<file path="config.mk">
export PLATFORM = sky130hd
export DESIGN_NAME = ipv4_l4_header_extractor_flat
export DESIGN_NICKNAME = d
export VERILOG_FILES = /design/src/ipv4l4_pkg.sv /design/src/ipv4l4_intf.sv /design/src/ipv4_l4_header_extractor.sv /design/src/ipv4l4_front.sv /design/src/ipv4l4_queue.sv /design/src/ipv4l4_back.sv /design/src/flat_wrapper.sv
export SDC_FILE = /design/constraint.sdc
export NUM_CORES = 1
export LEC_CHECK = 0
export BUFFER_PORTS_ARGS = -buffer_cell sky130_fd_sc_hd__buf_4
export CAP_MARGIN = 20
export CORE_MARGIN = 3
export CORE_UTILIZATION = 25
export CTS_CLUSTER_SIZE = 8
export DETAILED_ROUTE_END_ITERATION = 8
export GPL_TIMING_DRIVEN = 0
export PLACE_DENSITY_LB_ADDON = 0.12
export SYNTH_ARGS = -nofsm -noshare
export SYNTH_HDL_FRONTEND = slang
export SYNTH_SLANG_ARGS = --single-unit
</file>
<file path="constraint.sdc">
create_clock -name clk_i -period 9.1 [get_ports clk_i]
set_input_delay 0 -clock clk_i [delete_from_list [all_inputs] [get_ports clk_i]]
set_output_delay 0 -clock clk_i [all_outputs]
set_load 0.005 [all_outputs]
</file>
<file path="src/ipv4l4_pkg.sv">
// Shared types and constants for the IPv4 L4 header extractor.
// No dependencies; imported by all RTL modules and the checker.
package ipv4l4_pkg;

  localparam int unsigned MAX_PKT_BYTES = 65535;
  localparam int unsigned LEN_W         = 16;
  localparam int unsigned QUEUE_DEPTH   = 2;

  localparam logic [LEN_W-1:0] MIN_PKT_BYTES = 16'd20;
  localparam logic [LEN_W-1:0] TCP_L4_MIN    = 16'd20;
  localparam logic [LEN_W-1:0] SHORT_L4_MIN  = 16'd8;
  localparam logic [3:0]       IP_VERSION    = 4'd4;
  localparam logic [3:0]       MIN_IHL       = 4'd5;
  localparam logic [3:0]       MIN_TCP_DOFF  = 4'd5;
  localparam logic [15:0]      FRAG_MASK     = 16'h3FFF;

  localparam logic [7:0] PROTO_ICMP = 8'd1;
  localparam logic [7:0] PROTO_TCP  = 8'd6;
  localparam logic [7:0] PROTO_UDP  = 8'd17;

  typedef enum logic [2:0] {
    ST_OK          = 3'd0,
    ST_SHORT       = 3'd1,
    ST_NOT_V4      = 3'd2,
    ST_BAD_IHL     = 3'd3,
    ST_TOT_LONG    = 3'd4,
    ST_FRAGMENT    = 3'd5,
    ST_BAD_TCP_OFF = 3'd6,
    ST_NO_L4       = 3'd7
  } status_e;

  // Snapshot of one packet's captured header state, front to back.
  typedef struct packed {
    logic [LEN_W-1:0] len;
    logic [3:0]       ihl;
    logic [3:0]       version;
    logic [15:0]      ip_total;
    logic             frag;
    logic [7:0]       proto;
    logic [31:0]      src;
    logic [31:0]      dst;
    logic [31:0]      ports;
    logic [3:0]       doff;
    logic [4:0]       flags;
  } pkt_rec_t;

  typedef struct packed {
    status_e     status;
    logic [31:0] src;
    logic [31:0] dst;
    logic [7:0]  proto;
    logic [15:0] ip_total;
    logic        frag;
    logic [15:0] sport;
    logic [15:0] dport;
    logic [4:0]  flags;
  } result_t;

endpackage

</file>
<file path="src/ipv4l4_intf.sv">
// Valid/ready channel interfaces: packet byte stream in, parse result out.
// No dependencies.
interface ipv4l4_pkt_if;
  logic       valid;
  logic       ready;
  logic [7:0] data_byte;
  logic       last_byte;

  modport source (output valid, data_byte, last_byte, input ready);
  modport sink   (input valid, data_byte, last_byte, output ready);
endinterface

interface ipv4l4_res_if;
  logic        valid;
  logic        ready;
  logic [2:0]  status;
  logic [31:0] source_address;
  logic [31:0] destination_address;
  logic [7:0]  ip_protocol;
  logic [15:0] total_length;
  logic        fragmented;
  logic [15:0] source_port;
  logic [15:0] destination_port;
  logic [4:0]  tcp_flag_bits;

  modport source (output valid, status, source_address, destination_address, ip_protocol,
                  total_length, fragmented, source_port, destination_port, tcp_flag_bits,
                  input ready);
  modport sink   (input valid, status, source_address, destination_address, ip_protocol,
                  total_length, fragmented, source_port, destination_port, tcp_flag_bits,
                  output ready);
endinterface

</file>
<file path="src/ipv4_l4_header_extractor.sv">
// IPv4 L4 header extractor: one byte per cycle in, one result per packet out.
// Throughput: one byte every cycle; the input stalls only when the two-entry
// record queue is full. The last byte's transfer writes the record into the queue;
// the check stage then pops it into the output register once that register is free.
// Reset (async, active low) empties the queue and clears all captured state.
module ipv4_l4_header_extractor import ipv4l4_pkg::*; #(
  parameter int unsigned MAX_PACKET_BYTES = MAX_PKT_BYTES
) (
  input  logic                clk_i,
  input  logic                rst_ni,
  ipv4l4_pkt_if.sink          pkt_i,
  ipv4l4_res_if.source        res_o
);

  logic     accept;
  logic     push;
  logic     pop;
  logic     q_full;
  logic     q_avail;
  pkt_rec_t front_rec;
  pkt_rec_t q_rec;
  result_t  res;

  assign pkt_i.ready = !q_full;
  assign accept      = pkt_i.valid && pkt_i.ready;

  ipv4l4_front #(
    .MaxPacketBytes(MAX_PACKET_BYTES)
  ) u_front (
    .clk_i       (clk_i),
    .rst_ni      (rst_ni),
    .accept_i    (accept),
    .data_byte_i (pkt_i.data_byte),
    .last_byte_i (pkt_i.last_byte),
    .push_o      (push),
    .rec_o       (front_rec)
  );

  ipv4l4_queue u_queue (
    .clk_i   (clk_i),
    .rst_ni  (rst_ni),
    .push_i  (push),
    .rec_i   (front_rec),
    .pop_i   (pop),
    .full_o  (q_full),
    .avail_o (q_avail),
    .rec_o   (q_rec)
  );

  ipv4l4_back u_back (
    .clk_i       (clk_i),
    .rst_ni      (rst_ni),
    .rec_avail_i (q_avail),
    .rec_i       (q_rec),
    .pop_o       (pop),
    .out_valid_o (res_o.valid),
    .out_ready_i (res_o.ready),
    .res_o       (res)
  );

  assign res_o.status              = res.status;
  assign res_o.source_address      = res.src;
  assign res_o.destination_address = res.dst;
  assign res_o.ip_protocol         = res.proto;
  assign res_o.total_length        = res.ip_total;
  assign res_o.fragmented          = res.frag;
  assign res_o.source_port         = res.sport;
  assign res_o.destination_port    = res.dport;
  assign res_o.tcp_flag_bits       = res.flags;

endmodule

</file>
<file path="src/ipv4l4_front.sv">
// Front end: counts bytes and captures IPv4 and transport header fields.
// Pushes a packet record on the last byte. Depends on ipv4l4_pkg.
module ipv4l4_front import ipv4l4_pkg::*; #(
  parameter int unsigned MaxPacketBytes = MAX_PKT_BYTES
) (
  input  logic       clk_i,
  input  logic       rst_ni,
  input  logic       accept_i,
  input  logic [7:0] data_byte_i,
  input  logic       last_byte_i,
  output logic       push_o,
  output pkt_rec_t   rec_o
);

  localparam int unsigned      CntW   = $clog2(MaxPacketBytes + 1);
  localparam logic [CntW-1:0]  CntMax = CntW'(MaxPacketBytes);

  logic [CntW-1:0] cnt_q, cnt_d;
  logic [3:0]      ihl_q, ihl_d;
  logic [3:0]      ver_q, ver_d;
  logic [15:0]     tot_q, tot_d;
  logic [15:0]     frag_q, frag_d;
  logic [7:0]      proto_q, proto_d;
  logic [31:0]     src_q, src_d;
  logic [31:0]     dst_q, dst_d;
  logic [31:0]     ports_q, ports_d;
  logic [3:0]      doff_q, doff_d;
  logic [4:0]      flags_q, flags_d;

  logic [LEN_W-1:0] pos;
  logic [LEN_W-1:0] hdr;
  logic [LEN_W-1:0] rel;

  assign pos = LEN_W'(cnt_q);
  assign hdr = LEN_W'({ihl_q, 2'b00});
  assign rel = pos - hdr;

  always_comb begin
    cnt_d   = cnt_q;
    ihl_d   = ihl_q;
    ver_d   = ver_q;
    tot_d   = tot_q;
    frag_d  = frag_q;
    proto_d = proto_q;
    src_d   = src_q;
    dst_d   = dst_q;
    ports_d = ports_q;
    doff_d  = doff_q;
    flags_d = flags_q;
    // bytes past the saturation point are neither counted nor captured
    if (cnt_q != CntMax) begin
      cnt_d = cnt_q + 1'b1;
      priority if (pos == 16'd0) begin
        ver_d = data_byte_i[7:4];
        ihl_d = data_byte_i[3:0];
      end else if (pos == 16'd2 || pos == 16'd3) begin
        tot_d = {tot_q[7:0], data_byte_i};
      end else if (pos == 16'd6 || pos == 16'd7) begin
        frag_d = {frag_q[7:0], data_byte_i};
      end else if (pos == 16'd9) begin
        proto_d = data_byte_i;
      end else if (pos >= 16'd12 && pos <= 16'd15) begin
        src_d = {src_q[23:0], data_byte_i};
      end else if (pos >= 16'd16 && pos <= 16'd19) begin
        dst_d = {dst_q[23:0], data_byte_i};
      end else begin
        cnt_d = cnt_q + 1'b1;
      end
      // transport header starts at ihl*4, always past the IPv4 fixed header
      if (ihl_q >= MIN_IHL && pos >= hdr) begin
        priority if (rel <= 16'd3) begin
          ports_d = {ports_q[23:0], data_byte_i};
        end else if (rel == 16'd12) begin
          doff_d = data_byte_i[7:4];
        end else if (rel == 16'd13) begin
          flags_d = data_byte_i[4:0];
        end else begin
          ports_d = ports_q;
        end
      end
    end
  end

  assign push_o = accept_i & last_byte_i;

  always_comb begin
    rec_o.len      = LEN_W'(cnt_d);
    rec_o.ihl      = ihl_d;
    rec_o.version  = ver_d;
    rec_o.ip_total = tot_d;
    rec_o.frag     = |(frag_d & FRAG_MASK);
    rec_o.proto    = proto_d;
    rec_o.src      = src_d;
    rec_o.dst      = dst_d;
    rec_o.ports    = ports_d;
    rec_o.doff     = doff_d;
    rec_o.flags    = flags_d;
  end

  always_ff @(posedge clk_i or negedge rst_ni) begin
    if (!rst_ni) begin
      cnt_q   <= '0;
      ihl_q   <= '0;
      ver_q   <= '0;
      tot_q   <= '0;
      frag_q  <= '0;
      proto_q <= '0;
      src_q   <= '0;
      dst_q   <= '0;
      ports_q <= '0;
      doff_q  <= '0;
      flags_q <= '0;
    end else if (accept_i) begin
      if (last_byte_i) begin
        cnt_q   <= '0;
        ihl_q   <= '0;
        ver_q   <= '0;
        tot_q   <= '0;
        frag_q  <= '0;
        proto_q <= '0;
        src_q   <= '0;
        dst_q   <= '0;
        ports_q <= '0;
        doff_q  <= '0;
        flags_q <= '0;
      end else begin
        cnt_q   <= cnt_d;
        ihl_q   <= ihl_d;
        ver_q   <= ver_d;
        tot_q   <= tot_d;
        frag_q  <= frag_d;
        proto_q <= proto_d;
        src_q   <= src_d;
        dst_q   <= dst_d;
        ports_q <= ports_d;
        doff_q  <= doff_d;
        flags_q <= flags_d;
      end
    end
  end

endmodule

</file>
<file path="src/ipv4l4_queue.sv">
// Short FIFO of packet records between front end and back end.
// Depends on ipv4l4_pkg.
module ipv4l4_queue import ipv4l4_pkg::*; (
  input  logic     clk_i,
  input  logic     rst_ni,
  input  logic     push_i,
  input  pkt_rec_t rec_i,
  input  logic     pop_i,
  output logic     full_o,
  output logic     avail_o,
  output pkt_rec_t rec_o
);

  localparam int unsigned PtrW = (QUEUE_DEPTH > 1) ? $clog2(QUEUE_DEPTH) : 1;
  localparam int unsigned CntW = $clog2(QUEUE_DEPTH + 1);
  localparam logic [PtrW-1:0] PtrLast = PtrW'(QUEUE_DEPTH - 1);

  pkt_rec_t        mem_q [QUEUE_DEPTH];
  logic [PtrW-1:0] wr_ptr_q, rd_ptr_q;
  logic [CntW-1:0] cnt_q;

  assign full_o  = (cnt_q == CntW'(QUEUE_DEPTH));
  assign avail_o = (cnt_q != '0);
  assign rec_o   = mem_q[rd_ptr_q];

  always_ff @(posedge clk_i) begin
    if (push_i) begin
      mem_q[wr_ptr_q] <= rec_i;
    end
  end

  always_ff @(posedge clk_i or negedge rst_ni) begin
    if (!rst_ni) begin
      wr_ptr_q <= '0;
      rd_ptr_q <= '0;
      cnt_q    <= '0;
    end else begin
      if (push_i) begin
        wr_ptr_q <= (wr_ptr_q == PtrLast) ? '0 : wr_ptr_q + 1'b1;
      end
      if (pop_i) begin
        rd_ptr_q <= (rd_ptr_q == PtrLast) ? '0 : rd_ptr_q + 1'b1;
      end
      if (push_i && !pop_i) begin
        cnt_q <= cnt_q + 1'b1;
      end else if (pop_i && !push_i) begin
        cnt_q <= cnt_q - 1'b1;
      end
    end
  end

endmodule

</file>
<file path="src/ipv4l4_back.sv">
// Back end: runs the packet checks on a record and holds the result register.
// Depends on ipv4l4_pkg.
module ipv4l4_back import ipv4l4_pkg::*; (
  input  logic     clk_i,
  input  logic     rst_ni,
  input  logic     rec_avail_i,
  input  pkt_rec_t rec_i,
  output logic     pop_o,
  output logic     out_valid_o,
  input  logic     out_ready_i,
  output result_t  res_o
);

  logic             valid_q;
  result_t          res_q, res_d;
  logic [LEN_W-1:0] hdr;
  logic [LEN_W-1:0] l4;
  logic [LEN_W-1:0] doff_bytes;

  assign hdr        = LEN_W'({rec_i.ihl, 2'b00});
  assign l4         = rec_i.len - hdr;
  assign doff_bytes = LEN_W'({rec_i.doff, 2'b00});

  // check order: short, version, ihl, total length, fragment, transport
  always_comb begin
    res_d        = '0;
    res_d.status = ST_OK;
    priority if (rec_i.len < MIN_PKT_BYTES) begin
      res_d.status = ST_SHORT;
    end else if (rec_i.version != IP_VERSION) begin
      res_d.status = ST_NOT_V4;
    end else if (rec_i.ihl < MIN_IHL || rec_i.len < hdr) begin
      res_d.status = ST_BAD_IHL;
    end else begin
      res_d.src      = rec_i.src;
      res_d.dst      = rec_i.dst;
      res_d.proto    = rec_i.proto;
      res_d.ip_total = rec_i.ip_total;
      priority if (rec_i.ip_total > rec_i.len) begin
        res_d.status = ST_TOT_LONG;
      end else if (rec_i.frag) begin
        res_d.frag   = 1'b1;
        res_d.status = ST_FRAGMENT;
      end else if (rec_i.proto == PROTO_TCP && l4 >= TCP_L4_MIN) begin
        if (rec_i.doff < MIN_TCP_DOFF || doff_bytes > l4) begin
          res_d.status = ST_BAD_TCP_OFF;
        end else begin
          res_d.sport = rec_i.ports[31:16];
          res_d.dport = rec_i.ports[15:0];
          res_d.flags = rec_i.flags;
        end
      end else if (rec_i.proto == PROTO_UDP && l4 >= SHORT_L4_MIN) begin
        res_d.sport = rec_i.ports[31:16];
        res_d.dport = rec_i.ports[15:0];
      end else if (rec_i.proto == PROTO_ICMP && l4 >= SHORT_L4_MIN) begin
        res_d.status = ST_OK;
      end else begin
        res_d.status = ST_NO_L4;
      end
    end
  end

  assign pop_o       = rec_avail_i && (!valid_q || out_ready_i);
  assign out_valid_o = valid_q;
  assign res_o       = res_q;

  always_ff @(posedge clk_i or negedge rst_ni) begin
    if (!rst_ni) begin
      valid_q <= 1'b0;
    end else if (pop_o) begin
      valid_q <= 1'b1;
    end else if (out_ready_i) begin
      valid_q <= 1'b0;
    end
  end

  always_ff @(posedge clk_i) begin
    if (pop_o) begin
      res_q <= res_d;
    end
  end

endmodule

</file>
<file path="src/flat_wrapper.sv">
// flat-port wrapper written by rule: the top's interface ports become plain ports
module ipv4_l4_header_extractor_flat import ipv4l4_pkg::*;
#(
  parameter int unsigned MAX_PACKET_BYTES = MAX_PKT_BYTES
)
  (clk_i, rst_ni, pkt_i_valid, pkt_i_data_byte, pkt_i_last_byte, pkt_i_ready, res_o_valid, res_o_status, res_o_source_address, res_o_destination_address, res_o_ip_protocol, res_o_total_length, res_o_fragmented, res_o_source_port, res_o_destination_port, res_o_tcp_flag_bits, res_o_ready);
  ipv4l4_pkt_if pkt_i_i ();
  ipv4l4_res_if res_o_i ();
  input  logic clk_i;
  input  logic rst_ni;
  input wire logic [$bits(pkt_i_i.valid)-1:0] pkt_i_valid;
  input wire logic [$bits(pkt_i_i.data_byte)-1:0] pkt_i_data_byte;
  input wire logic [$bits(pkt_i_i.last_byte)-1:0] pkt_i_last_byte;
  output wire logic [$bits(pkt_i_i.ready)-1:0] pkt_i_ready;
  output wire logic [$bits(res_o_i.valid)-1:0] res_o_valid;
  output wire logic [$bits(res_o_i.status)-1:0] res_o_status;
  output wire logic [$bits(res_o_i.source_address)-1:0] res_o_source_address;
  output wire logic [$bits(res_o_i.destination_address)-1:0] res_o_destination_address;
  output wire logic [$bits(res_o_i.ip_protocol)-1:0] res_o_ip_protocol;
  output wire logic [$bits(res_o_i.total_length)-1:0] res_o_total_length;
  output wire logic [$bits(res_o_i.fragmented)-1:0] res_o_fragmented;
  output wire logic [$bits(res_o_i.source_port)-1:0] res_o_source_port;
  output wire logic [$bits(res_o_i.destination_port)-1:0] res_o_destination_port;
  output wire logic [$bits(res_o_i.tcp_flag_bits)-1:0] res_o_tcp_flag_bits;
  input wire logic [$bits(res_o_i.ready)-1:0] res_o_ready;
  assign pkt_i_i.valid = pkt_i_valid;
  assign pkt_i_i.data_byte = pkt_i_data_byte;
  assign pkt_i_i.last_byte = pkt_i_last_byte;
  assign pkt_i_ready = pkt_i_i.ready;
  assign res_o_valid = res_o_i.valid;
  assign res_o_status = res_o_i.status;
  assign res_o_source_address = res_o_i.source_address;
  assign res_o_destination_address = res_o_i.destination_address;
  assign res_o_ip_protocol = res_o_i.ip_protocol;
  assign res_o_total_length = res_o_i.total_length;
  assign res_o_fragmented = res_o_i.fragmented;
  assign res_o_source_port = res_o_i.source_port;
  assign res_o_destination_port = res_o_i.destination_port;
  assign res_o_tcp_flag_bits = res_o_i.tcp_flag_bits;
  assign res_o_i.ready = res_o_ready;
  ipv4_l4_header_extractor #(.MAX_PACKET_BYTES(MAX_PACKET_BYTES)) u_core (.clk_i(clk_i), .rst_ni(rst_ni), .pkt_i(pkt_i_i), .res_o(res_o_i));
endmodule
</file>
# After elaboration in Yosys (flattened, before gate mapping)
# Memory sizes are Yosys's and may differ from the RTL's.
# Cells that the tools add are included.
[word_totals] mem_bits_rw=308 wordCells=164 latchBits=0 in_bits=13 out_inout_bits=131 memories=1 romBits=0 register_bits=301
[classes] div_mod_pow=0 magnitude_cmp=15 n_eq_ne=13 mul=0 add_sub_neg=7 n_bitwise=2 reduce_logical=28 mux=73 shifts=0
[mem_list] memory="u_core.u_queue.mem_q" depth=2 width=154 rd=1 rd_clocked_by_memory_dff=0 wr=1 line_no="ipv4l4_queue.sv:18" rtl="pkt_rec_t mem_q [QUEUE_DEPTH];"
[ops] op="32-bit 2-to-1 mux" count=21
[ops] op="16-bit 2-to-1 mux" count=6
[ops] op="14-bit 2-to-1 mux" count=5
[ops] op="16-bit by 4-bit == test with 1-bit output, second input constant" count=3
[ops] op="8-bit 2-to-1 mux" count=6
[ops] op="4-bit 2-to-1 mux" count=11
[ops] op="37-bit 2-to-1 mux" count=1
[ops] op="16-bit by 2-bit == test with 1-bit output, second input constant" count=2
[ops] op="16-bit by 3-bit == test with 1-bit output, second input constant" count=2
[ops] op="16-bit by 4-bit >= comparator with 1-bit output, second input constant" count=2
[ops] op="16-bit by 5-bit >= comparator with 1-bit output, second input constant" count=2
[ops] op="16-bit by 6-bit subtractor with 16-bit output" count=2
[ops] op="5-bit 2-to-1 mux" count=6
[ops] op="3-bit 2-to-1 mux" count=6
[ops] op="16-bit by 1-bit adder with 16-bit output, second input constant" count=1
[ops] op="16-bit by 6-bit >= comparator with 1-bit output" count=1
[ops] op="16-bit > comparator" count=1
[ops] op="6-bit by 16-bit > comparator with 1-bit output" count=1
[ops] op="16-bit by 2-bit <= comparator with 1-bit output, second input constant" count=1
[ops] op="16-bit by 4-bit <= comparator with 1-bit output, second input constant" count=1
[ops] op="16-bit by 5-bit <= comparator with 1-bit output, second input constant" count=1
[ops] op="16-bit zero test" count=1
[ops] op="16-bit by 5-bit < comparator with 1-bit output, second input constant" count=1
[ops] op="16-bit by 6-bit < comparator with 1-bit output" count=1
[ops] op="24 further kinds" count=53

# Depth between registers and ports, before layout
# An unclocked memory read counts as a cell.
[depth] depth_word=11 depth_mapped=22 ltp_nobuf=15

# By module
# Synthesis repeated with hierarchy kept, for this count alone.
[hier_totals] cells_unflattened=1831 area_unflattened_um2=26212.6
[by_module_without_submodules] mod="ipv4l4_queue" n_inst=1 seq_area_each_um2=9349.0 area_per_inst_um2=11388.4 cells_each=495
[by_module_without_submodules] mod="ipv4l4_front" n_inst=1 seq_area_each_um2=4179.0 area_per_inst_um2=9002.4 cells_each=913
[by_module_without_submodules] mod="ipv4l4_back" n_inst=1 seq_area_each_um2=3898.7 area_per_inst_um2=5811.8 cells_each=421
[by_module_without_submodules] mod="ipv4_l4_header_extractor" n_inst=1 seq_area_each_um2=0.0 area_per_inst_um2=10.0 cells_each=2

# Worst setup path before layout
# No wires, ideal clock.
[synth_timing] path_kind="input port to flip-flop" startpoint="in pkt_i_last_byte" endpoint="mem u_core.u_queue.mem_q[0][0] (netlist bit), enable pin" cell_stages=5 t_required_ns=8.412 n_path_buf=3 setup_slack_ns=0.639 setup_time_ns=0.688 t_arrival_ns=7.773 cell_sequence="clkbuf_1 clkbuf_1 and3_1 clkbuf_1 nor2b_1"
[synth_between] elab_chain_cells=3
[synth_rtl] element="start, declared" line_no="flat_wrapper.sv:13" rtl="input wire logic [$bits(pkt_i_i.last_byte)-1:0] pkt_i_last_byte;"
[synth_rtl] element="1-bit AND" line_no="ipv4l4_front.sv:84" rtl="assign push_o = accept_i & last_byte_i;"
[synth_rtl] element="named net u_core.push" line_no="ipv4_l4_header_extractor.sv:16" rtl="logic push;"
[synth_rtl] element="1-bit 2-to-1 mux" line_no="ipv4l4_queue.sv:27" rtl="if (push_i) begin"
[synth_rtl] element="1-bit 2-to-1 mux (not written as such)" line_no="ipv4l4_queue.sv:28" rtl="mem_q[wr_ptr_q] <= rec_i;"
[synth_rtl] element="end, declared" line_no="ipv4l4_queue.sv:18"
# The timed path passes the listed nets, and every way through them passes these cells.

# Worst setup path after layout
[layout_timing] startpoint="reg u_core.u_queue.rd_ptr_q" endpoint="reg u_core.u_back.res_q, in the netlist u_core.u_back.res_o[25] (data pin)"
[layout_between] elab_chain_cells=6 word_cells_on_any_way=21 classes_between="add/sub (1); order compare (8); eq/ne (3); mux (3); reduce/logical (5); memory (1)"
[layout_rtl] element="start, declared" line_no="ipv4l4_queue.sv:19" rtl="logic [PtrW-1:0] wr_ptr_q, rd_ptr_q;"
[layout_rtl] element="start signal, assigned" line_no="ipv4l4_queue.sv:42" rtl="rd_ptr_q <= (rd_ptr_q == PtrLast) ? '0 : rd_ptr_q + 1'b1;"
[layout_rtl] element="memory 2 x 154 bit *"
[layout_rtl] element="16-bit by 6-bit subtractor with 16-bit output" line_no="ipv4l4_back.sv:21" rtl="assign l4 = rec_i.len - hdr;"
[layout_rtl] element="16-bit by 4-bit >= comparator with 1-bit output / 6-bit by 16-bit > comparator with 1-bit output (equally long branches)" line_no="ipv4l4_back.sv:52, ipv4l4_back.sv:45"
[layout_rtl] element="1-bit logical AND / 1-bit logical OR (equally long branches)" line_no="ipv4l4_back.sv:52, ipv4l4_back.sv:45"
[layout_rtl] element="32-bit 2-to-1 mux / 37-bit 2-to-1 mux (equally long branches)" line_no="ipv4l4_back.sv:52, ipv4l4_back.sv:45"
[layout_rtl] element="32-bit 2-to-1 mux" line_no="ipv4l4_back.sv:44" rtl="end else if (rec_i.proto == PROTO_TCP && l4 >= TCP_L4_MIN) begin"
[layout_rtl] element="end signal, assigned" line_no="ipv4l4_back.sv:79" rtl="res_q <= res_d;"
[layout_rtl] element="end, declared" line_no="ipv4l4_back.sv:15" rtl="result_t res_q, res_d;"
# Mark *: on every way between the ends. The rest lies on a longest branch, timed or not.
# A chain may end at the register's enable or synchronous reset.

==> flow_summary.toml <==
[run_status]
status = "finished, final reports clean"

[worst_setup_path]
cp_slowest_cell = "buf_1"
r2r_slack_ns = 2.23
rr_startpoint = "u_core.u_queue.rd_ptr_q$_DFFE_PN0P_"
setup.worst_path.class = "reg -> reg"
end_kind = "register"
critPathLaunch = "u_core.u_queue.rd_ptr_q$_DFFE_PN0P_"
cp.depth = 17
crit_fanout = 10
crit_arrival_ns = 7.22
worstSetupEndpoint = "u_core.u_back.res_o[25]$_SDFFCE_PP0P_"
r2r-end = "u_core.u_back.res_o[25]$_SDFFCE_PP0P_"
crit_chain = "buf_4, buf_4, buf_2, buf_2, buf_2, buf_1, mux2i_1, ha_1, fa_1, nand2b_1, a21oi_2, xnor2_1, nand3b_1, or4_4, a32oi_2, buf_4, nor3_1"
worstRegToRegCells = 17
start_kind = "register"
cp_data_required_time_ns = 9.45
cp_num_buf_inv = 7
crit_family = "buffers and inverters"
cpPeakStageDelay_ns = 0.85

[yosys]
synth-warning-count = 0
syn_area_mm2 = 0.0259
synth_nets = 1795
ys_types = 81
synth_enable_flop_cells = 437
ys_ff_latch = 609
netlist_instances = 1747
synthFlopType = "edfxtp_1"
synth_area_per_cell_um2 = 14.8
ys_seq_area_share_pct = 67.4
ys_async_sr_fraction_pct = 28.2

[finish]
drive_gt1_share_pct = 22.4
n_fill_cell = 10267
area_growth_syn_to_layout_pct = 22.3
nets = 2051
stdcell_area_mm2 = 0.0316

[clocking]
clock_sinks = 609
cts_buffer_depth = 3
tritoncts = "built"
cts_buffers = 87
cts-htree-levels = 3
clkTransAtPathRegs_ns = 0.05
ctsResizeCount = 0
cts-root-buf = "clkbuf_16"
clk_latency_ns = 0.65

[die]
die_h_um = 328
coreArea_mm2 = 0.102
die-area_mm2 = 0.107
initial_core_util_pct = 25.3
die_w_um = 328
num_rows = 117
io_pins = 144

[timing]
relSlewSlack_pct = 23.6
fin_crit_sh_pct = 75.5
finalCriticalPeriod_ns = 6.87
rsz0062_at_grt = "false"
drv_slew = 0
setup_viol = 0
finalHoldViolCount = 0
tightestPinTransition_ns = 1.14
fin_skew_ns = 0.0338
fmax_mhz = 146

[global_routing]
antenna_found_initial = 6
grt_usage_pct = 13.8
use_met2_pct = 22.6
met1_usage_pct = 18.3
grt_pass1_vias = 16339
grt_pass1_wl_mm = 110
grt_max_degree = 95
grt-busiest-layer = "met2"
use_met3_pct = 2.57
overflow = 0

[routing]
avgRoutedWirePerCell_um = 21.5
wl_mm = 74.1
routed_via_density = 4.58
drc = 0
dr.pass1.iters = 4
first_iter_violations = 961
vias = 15783
ant_nets = 0

[power]
leakage_nw = 12.2
power_density_mw_per_mm2 = 291
vdd_drop_max_mv = 0.149
power_mw = 9.20

[place]
portBuffers = 138
placed_area_mm2 = 0.0290
hpwlAfterDp_mm = 51.2
place.gp.congestion = 0.778

[hold_path]
hold_path.class = "in -> async"

[flow_run]
maxCapViolCount = 0
cell usage in the layout (no fill, tap or decap), types with 8 or more instances in the layout:
cell / n
a21oi_1: 22
a22o_1: 118
a22oi_1: 20
buf_1: 9
buf_2: 22
buf_4: 144
buf_8: 8
clkbuf_1: 133
clkbuf_16: 87
dfrtp_1: 172
dlygate4sd3_1: 10
edfxtp_1: 437
ha_1: 33
inv_1: 20
mux2_2: 150
mux2i_1: 127
nand2_1: 84
nand2b_1: 14
nand3_1: 19
nor2_1: 107
nor2b_1: 27
nor3_1: 47
nor4_1: 10
o211ai_1: 9
o21a_1: 8
o21ai_0: 44
o21ai_1: 12
o31ai_1: 12
xnor2_1: 17
Yosys cell counts, types with 22 or more instances:
master,number,area [µm²]
clkbuf_1,65,244
nor2b_1,28,175
mux2i_1,127,1270
edfxtp_1,437,13100
dfrtp_1,172,4300
mux2_2,150,1690
a22o_1,118,1030
nand2_1,84,315
o21ai_0,44,220
nor3_1,47,235
nor2_1,107,402
a21oi_1,22,110
ha_1,33,413
area by class of cell:
cell class | count | area, µm² | share of cell area, %
Clock buffer | 155 | 2430 | 7.69
Multi-Input combinational cell | 1011 | 7890 | 24.9
Tap cell | 1368 | 1710 | 5.41
Clock inverter | 7 | 123 | 0.388
Timing Repair Buffer | 167 | 1490 | 4.71
Inverter | 21 | 83.8 | 0.265
Antenna cell | 2 | 5.00 | 0.0158
Buffer | 106 | 474 | 1.50
Sequential cell | 609 | 17400 | 55.1
registers in the layout, summed over array words and instances (netlist names), 5 cells and up:
name,count
u_core.u_queue.mem_q,308
u_core.u_back.res_o,129
u_core.u_front.dst_q,32
u_core.u_front.ports_q,32
u_core.u_front.src_q,32
u_core.u_front.cnt_q,16
u_core.u_front.tot_q,16
u_core.u_front.frag_q,14
u_core.u_front.proto_q,8
u_core.u_front.flags_q,5
where the power goes:
group          internal [mW]  switching, mW
combinational          0.927           1.46
sequential              3.57          0.188
clock                   1.83           1.22
through the flow:
| stage | setup WS, ns | cells | util, % | TNS [ns] | hold slack (ns) |
|---|---|---|---|---|---|
| finish | 2.23 | 3446 | 31.0 | 0 | 0.0202 |
| global route | 1.75 | 3445 | 31.0 | 0 | 0.0705 |
| CTS | 2.00 | 3440 | 30.9 | 0 | 0.00121 |
| detailed placement | 2.03 | 3269 | 28.3 | 0 | 0.124 |
| global placement | -5.50 | 3253 | 28.0 | -841.63 | 0.302 |
| floorplan | 0.639 | 1747 | - | 0 | -0.296 |
how the worst min path moves through the flow:
stage | from | endpoint | slack [ns] | cells after the start
after floorplan | rst_ni | u_core.u_back.out_valid_o$_DFFE_PN0P_ | -0.30 | 0
after global placement | res_o_ready | u_core.u_back.out_valid_o$_DFFE_PN0P_ | 0.30 | 3
after detailed placement | rst_ni | u_core.u_queue.rd_ptr_q$_DFFE_PN0P_ | 0.12 | 1
after CTS | pkt_i_data_byte[6] | u_core.u_front.src_q[6]$_DFFE_PN0P_ | 0.001 | 3
after global routing | rst_ni | u_core.u_queue.rd_ptr_q$_DFFE_PN0P_ | 0.07 | 2
final | rst_ni | u_core.u_queue.rd_ptr_q$_DFFE_PN0P_ | 0.02 | 2
routing by layer:
metal / up-vias / wire length [µm]
met5: - / 13
met4: 2 / 2240
met3: 141 / 2920
met2: 368 / 35700
met1: 8029 / 33300
li1: 7243 / -
timing repair:
| item | CTS | global route |
|---|---|---|
| hold buffers | 9 | 1 |
| hold endpoints to repair | 112 | 2 |
| buffers inserted | 0 | 0 |
logic make-up after synthesis:
family,count (synthesis),synth area share (%)
AOI/OAI and AO/OA,297,8.70
xor gates and xnor gates,22,0.745
adders and majority gates,35,1.75
and+or+nand+nor,379,7.78
muxes,278,11.5
buffers and inverters,127,2.14
DFF,609,67.4
(Power assumes the default switching activity.)
